### config.mk
export PLATFORM = sky130hd
export DESIGN_NAME = dicpg_ctrl
export DESIGN_NICKNAME = d
export VERILOG_FILES = /design/src/rtl/core/dicpg_pkg.sv /design/src/rtl/core/dicpg_ctrl.sv
export SDC_FILE = /design/constraint.sdc
export NUM_CORES = 1
export LEC_CHECK = 0
export BUFFER_PORTS_ARGS = -buffer_cell sky130_fd_sc_hd__buf_2
export CAP_MARGIN = 10
export CELL_PAD_IN_SITES_DETAIL_PLACEMENT = 2
export CELL_PAD_IN_SITES_GLOBAL_PLACEMENT = 2
export CORE_MARGIN = 2
export CORE_UTILIZATION = 26
export DETAILED_ROUTE_END_ITERATION = 7
export PLACE_DENSITY = 0.84
export SLEW_MARGIN = 20
export SYNTH_ARGS = -nofsm -noshare
export SYNTH_HDL_FRONTEND = slang
export SYNTH_SLANG_ARGS = --single-unit
### constraint.sdc
create_clock -name clk -period 1.75 [get_ports clk]
set_input_delay 0.175 -clock clk [delete_from_list [all_inputs] [get_ports clk]]
set_output_delay 0.175 -clock clk [all_outputs]
set_load 0.01 [all_outputs]
### src/rtl/core/dicpg_pkg.sv
// shared types, constants and sizes for the decoded instruction cache
`timescale 1ns / 1ps
package dicpg_pkg;

    localparam int CACHE_ENTRIES = 1024;
    localparam int PAGE_SHIFT    = 12;
    localparam int MAX_PAGES     = 256;
    localparam int PAYLOAD_WIDTH = 64;

    localparam int EW      = $clog2(CACHE_ENTRIES);
    localparam int PW      = (MAX_PAGES > 1) ? $clog2(MAX_PAGES) : 1;
    localparam int NW      = $clog2(MAX_PAGES + 1);
    localparam int PGW     = 32 - PAGE_SHIFT;
    localparam int CLR_LEN = (CACHE_ENTRIES > MAX_PAGES) ? CACHE_ENTRIES : MAX_PAGES;
    localparam int CW      = $clog2(CLR_LEN);

    localparam logic [1:0] KIND_LOOKUP = 2'd0;
    localparam logic [1:0] KIND_STORE  = 2'd1;
    localparam logic [1:0] KIND_WRITE  = 2'd2;

    localparam logic CFG_PAGE_BASE  = 1'b0;
    localparam logic CFG_PAGE_COUNT = 1'b1;

    localparam logic [2:0]  LEN_WORD = 3'd4;
    localparam logic [31:0] PC_HALF  = 32'd2;
    localparam logic [31:0] ONE      = 32'd1;

    typedef enum logic [3:0] {
        ST_CLEAR,
        ST_IDLE,
        ST_READ,
        ST_EVAL,
        ST_MARK2,
        ST_FIN,
        ST_WPREP,
        ST_WRANGE,
        ST_WREAD,
        ST_WUPD
    } state_t;

    typedef struct packed {
        logic [31:0]              pc;
        logic [31:0]              raw;
        logic [4:0]               meta;
        logic [31:0]              gen1;
        logic [31:0]              gen2;
        logic [PAYLOAD_WIDTH-1:0] payload;
    } entry_t;

    typedef struct packed {
        logic        code;
        logic [31:0] gen;
    } page_t;

    typedef struct packed {
        logic clr_step;
        logic accept;
        logic rd;
        logic lk_fin;
        logic st_write;
        logic st_mark2;
        logic w_prep;
        logic w_range;
        logic w_upd;
        logic fin_zero;
    } cmd_t;

    typedef struct packed {
        logic clr_done;
        logic walk_ok;
        logic walk_last;
    } stat_t;

endpackage

### src/rtl/core/dicpg_ctrl.sv
// controller state machine sequencing lookup, store, write walk and clear
`timescale 1ns / 1ps
module dicpg_ctrl (
    input  logic              clk,
    input  logic              rst_n,
    input  logic              start,
    input  logic [1:0]        kind,
    input  dicpg_pkg::stat_t  stat,
    output dicpg_pkg::cmd_t   cmd,
    output logic              busy
);

    dicpg_pkg::state_t state_reg, state_next;
    logic [1:0] kind_reg, kind_next;

    always_ff @(posedge clk or negedge rst_n)
    begin
        if (!rst_n)
        begin
            state_reg <= dicpg_pkg::ST_CLEAR;
            kind_reg  <= dicpg_pkg::KIND_LOOKUP;
        end
        else
        begin
            state_reg <= state_next;
            kind_reg  <= kind_next;
        end
    end

    always_comb
    begin
        state_next = state_reg;
        kind_next  = kind_reg;
        cmd        = '0;
        busy       = 1'b1;
        case (state_reg)
            dicpg_pkg::ST_CLEAR:
            begin
                cmd.clr_step = 1'b1;
                if (stat.clr_done)
                    state_next = dicpg_pkg::ST_IDLE;
            end
            dicpg_pkg::ST_IDLE:
            begin
                busy = 1'b0;
                if (start)
                begin
                    cmd.accept = 1'b1;
                    kind_next  = kind;
                    case (kind)
                        dicpg_pkg::KIND_LOOKUP,
                        dicpg_pkg::KIND_STORE: state_next = dicpg_pkg::ST_READ;
                        dicpg_pkg::KIND_WRITE: state_next = dicpg_pkg::ST_WPREP;
                        default:               state_next = dicpg_pkg::ST_FIN;
                    endcase
                end
            end
            dicpg_pkg::ST_READ:
            begin
                cmd.rd     = 1'b1;
                state_next = dicpg_pkg::ST_EVAL;
            end
            dicpg_pkg::ST_EVAL:
            begin
                if (kind_reg == dicpg_pkg::KIND_LOOKUP)
                begin
                    cmd.lk_fin = 1'b1;
                    state_next = dicpg_pkg::ST_IDLE;
                end
                else
                begin
                    cmd.st_write = 1'b1;
                    state_next   = dicpg_pkg::ST_MARK2;
                end
            end
            dicpg_pkg::ST_MARK2:
            begin
                cmd.st_mark2 = 1'b1;
                cmd.fin_zero = 1'b1;
                state_next   = dicpg_pkg::ST_IDLE;
            end
            dicpg_pkg::ST_FIN:
            begin
                cmd.fin_zero = 1'b1;
                state_next   = dicpg_pkg::ST_IDLE;
            end
            dicpg_pkg::ST_WPREP:
            begin
                cmd.w_prep = 1'b1;
                state_next = dicpg_pkg::ST_WRANGE;
            end
            dicpg_pkg::ST_WRANGE:
            begin
                cmd.w_range = 1'b1;
                if (stat.walk_ok)
                    state_next = dicpg_pkg::ST_WREAD;
                else
                begin
                    cmd.fin_zero = 1'b1;
                    state_next   = dicpg_pkg::ST_IDLE;
                end
            end
            dicpg_pkg::ST_WREAD:
            begin
                state_next = dicpg_pkg::ST_WUPD;
            end
            dicpg_pkg::ST_WUPD:
            begin
                cmd.w_upd = 1'b1;
                if (stat.walk_last)
                begin
                    cmd.fin_zero = 1'b1;
                    state_next   = dicpg_pkg::ST_IDLE;
                end
                else
                    state_next = dicpg_pkg::ST_WREAD;
            end
            default:
            begin
                state_next = dicpg_pkg::ST_IDLE;
            end
        endcase
    end

endmodule

==> reports/qor.yml <==
floorplanning:
  row_count: 15
  die_area_um2: 2250
  die_w_um: 47.4
  die_h_um: 47.4
  io_pins: 19
  start_util_pct: 28.1
  core_um2: 1750
drt:
  drcViolationCount: 0
  drtPass1Iterations: 4
  wl_mm: 1.69
  routed-via-count: 521
  dr.first_iter.drc_count: 9
  ant_nets: 0
  drt-vias-per-instance: 4.78
  wl_per_cell_um: 15.5
yosys:
  yosys_register_bits: 6
  netlist.area_leader.share_pct: 30.6
  syn-num-nets: 60
  synthCells: 52
  yosysTopAreaCell: "dfrtp_1"
  synth-edff-count: 0
  yosysMostFrequentCell: "dfrtp_1"
  ys.flop_type: "dfrtp_1"
  yosysSeqAreaShare_pct: 30.6
  ys_warn_count: 0
  async_flop_share_pct: 100
  synth.cell_area_um2: 490
  synth_commonest_cells: "dfrtp_1, a21oi_1, inv_1, nor2_1"
  synth_cell_types: 33
  avgSynthCellArea_um2: 9.43
  synth.area.top_cells: "dfrtp_1, mux2_4, nor3b_2, nor4_4, a21oi_1"
grt:
  grt_pass1_wl_mm: 2.15
  grt_overflow: 0
  grt_use_total_pct: 14.0
  grt_pass1_vias: 458
  antenna_found_initial: 0
  grt_max_degree: 13
placed_design:
  routabilityCongestion: 0.685
  hpwl_mm: 1.13
  portBuffers: 18
  dp_cells: 95
sta:
  fin_skew_ns: 0.00459
  setup_violations: 0
  timing.hold.ws_ns: 0.170
  fmax_mhz: 601
  tns_ns: 0
  maxSlewHeadroom_pct: 77.1
  timing.final.crit_share_pct: 95.0
  hold_viol: 0
  tightest_slew_ns: 0.340
  finalCriticalPeriod_ns: 1.66
  finalMaxSlewViolations: 0
cells_and_area:
  area_growth_pct: 48.0
  antennaDiodeCount: 0
  drive_gt1_share_pct: 57.1
  num-nets-final: 94
  largest_register_ffs: 4
  instances_no_fill: 109
pwr:
  p_leak_nw: 0.368
  max-vdd-ir-drop_mv: 0.535
  p_per_area_nw_per_um2: 1640
  totalPowerFinal_mw: 1.19
setup_path:
  arrival_ns: 1.49
  worstPathMaxFanout: 6
  path_class: "flip-flop to output port"
  end_kind: "output port"
  worstSetupStartpointType: "flip-flop"
  required_ns: 1.57
outcome:
  outcome: "finished clean"
clocking:
  cts.sinks: 6
  clockBufferDepth: 2
  cts_root_buf: "clkbuf_4"
  cts_made_buffers: 3
  htreeDepth: 1
  cts_tree: "done"
  clk_latency_ns: 0.25
  clk_pin_slew_ns: 0.05
run:
  drv_cap: 0
worst_hold_path:
  worstHoldPathType: "input pin to flip-flop"
-- cells by family (layout without fill, tap and decap cells) --
kind of cell / Yosys count / after routing / synth area share, %
and+or+nand+nor: 26 / 26 / 40.1
muxes: 2 / 2 / 6.12
AOI/OAI and AO/OA: 11 / 11 / 14.5
DFF: 6 / 6 / 30.6
buffers and inverters: 7 / 39 / 8.67
-- final timing paths --
path	startpoint	depth (start not counted)	slack (ns)	end
max	state_reg[1]$_DFFE_PN0P_	6	0.09	cmd[0]
min in group asynchronous	rst_n	2	0.27	kind_reg[0]$_DFFE_PN0P_
min reg2reg	kind_reg[0]$_DFFE_PN0P_	1	0.52	kind_reg[0]$_DFFE_PN0P_
min	stat[2]	3	0.17	state_reg[0]$_DFFE_PN0P_
max in group asynchronous	rst_n	2	1.31	state_reg[3]$_DFFE_PN0P_
max reg2reg	state_reg[1]$_DFFE_PN0P_	5	0.24	state_reg[0]$_DFFE_PN0P_
-- placed cells by master (no fill, tap or decap), drive strengths merged --
| master | count |
|---|---|
| dlygate4sd3 | 1 |
| buf | 32 |
| nor2b | 1 |
| nand2b | 2 |
| mux2 | 2 |
| dfrtp | 6 |
| o21a | 1 |
| nor2 | 4 |
| nor3b | 2 |
| inv | 3 |
| o21ai | 2 |
| a32oi | 1 |
| a311oi | 1 |
| nor3 | 2 |
| or3b | 1 |
| clkbuf | 3 |
| nand3b | 2 |
| and3b | 1 |
| and2 | 2 |
| nor4 | 2 |
| or2b | 1 |
| a22o | 1 |
| and4 | 1 |
| o31ai | 1 |
| nand4b | 1 |
| nand2 | 4 |
| a21oi | 4 |
-- stage by stage --
stage / worst slack [ns] / utilization (%) / area [um^2]
6_report: 0.0873 / 41.6 / 726
3_3_place_gp: 0.262 / 35.0 / 611
2_1_floorplan: 0.439 / - / 490
5_1_grt: -0.00628 / 41.6 / 726
3_5_place_dp: 0.203 / 35.0 / 611
4_1_cts: 0.000870 / 37.1 / 647
-- per-layer routing --
layer	vias up	track usage [%]	routed length [um]
li1	252	-	-
met1	248	17.5	718
met2	21	24.3	862
met3	0	4.53	112
met4	0	1.67	0
met5	-	0	0
-- worst max-delay path, cell delays in order, from the launching register on --
cell     delay [ns]
dfrtp_2        0.44
buf_4          0.17
nor3b_2        0.17
and2_1         0.15
o21ai_1        0.07
o21ai_0        0.08
buf_2          0.15
-- power by group --
part / switching (mW) / total, mW / internal (mW) / leakage (nW)
logic: 0.391 / 0.797 / 0.406 / 0.284
clock network: 0.0556 / 0.134 / 0.0779 / 0.0138
registers: 0.0570 / 0.259 / 0.202 / 0.0705
-- timing repair --
action                                  CTS  global route
buffers inserted                          0            10
hold endpoints to repair                  6             0
pin swaps                                 0             2
endpoints found under the setup margin    1             1
gates resized for setup                   3             1
hold buffers                              1             0
-- area by class of cell --
class / count / area, um^2
Clock buffer: 3 / 22.5
Fill cell: 209 / 1020
Inverter: 3 / 11.3
Multi-Input combinational cell: 39 / 302
Sequential cell: 6 / 154
Tap cell: 25 / 31.3
Timing Repair Buffer: 33 / 205
(Power assumes the default switching activity.)
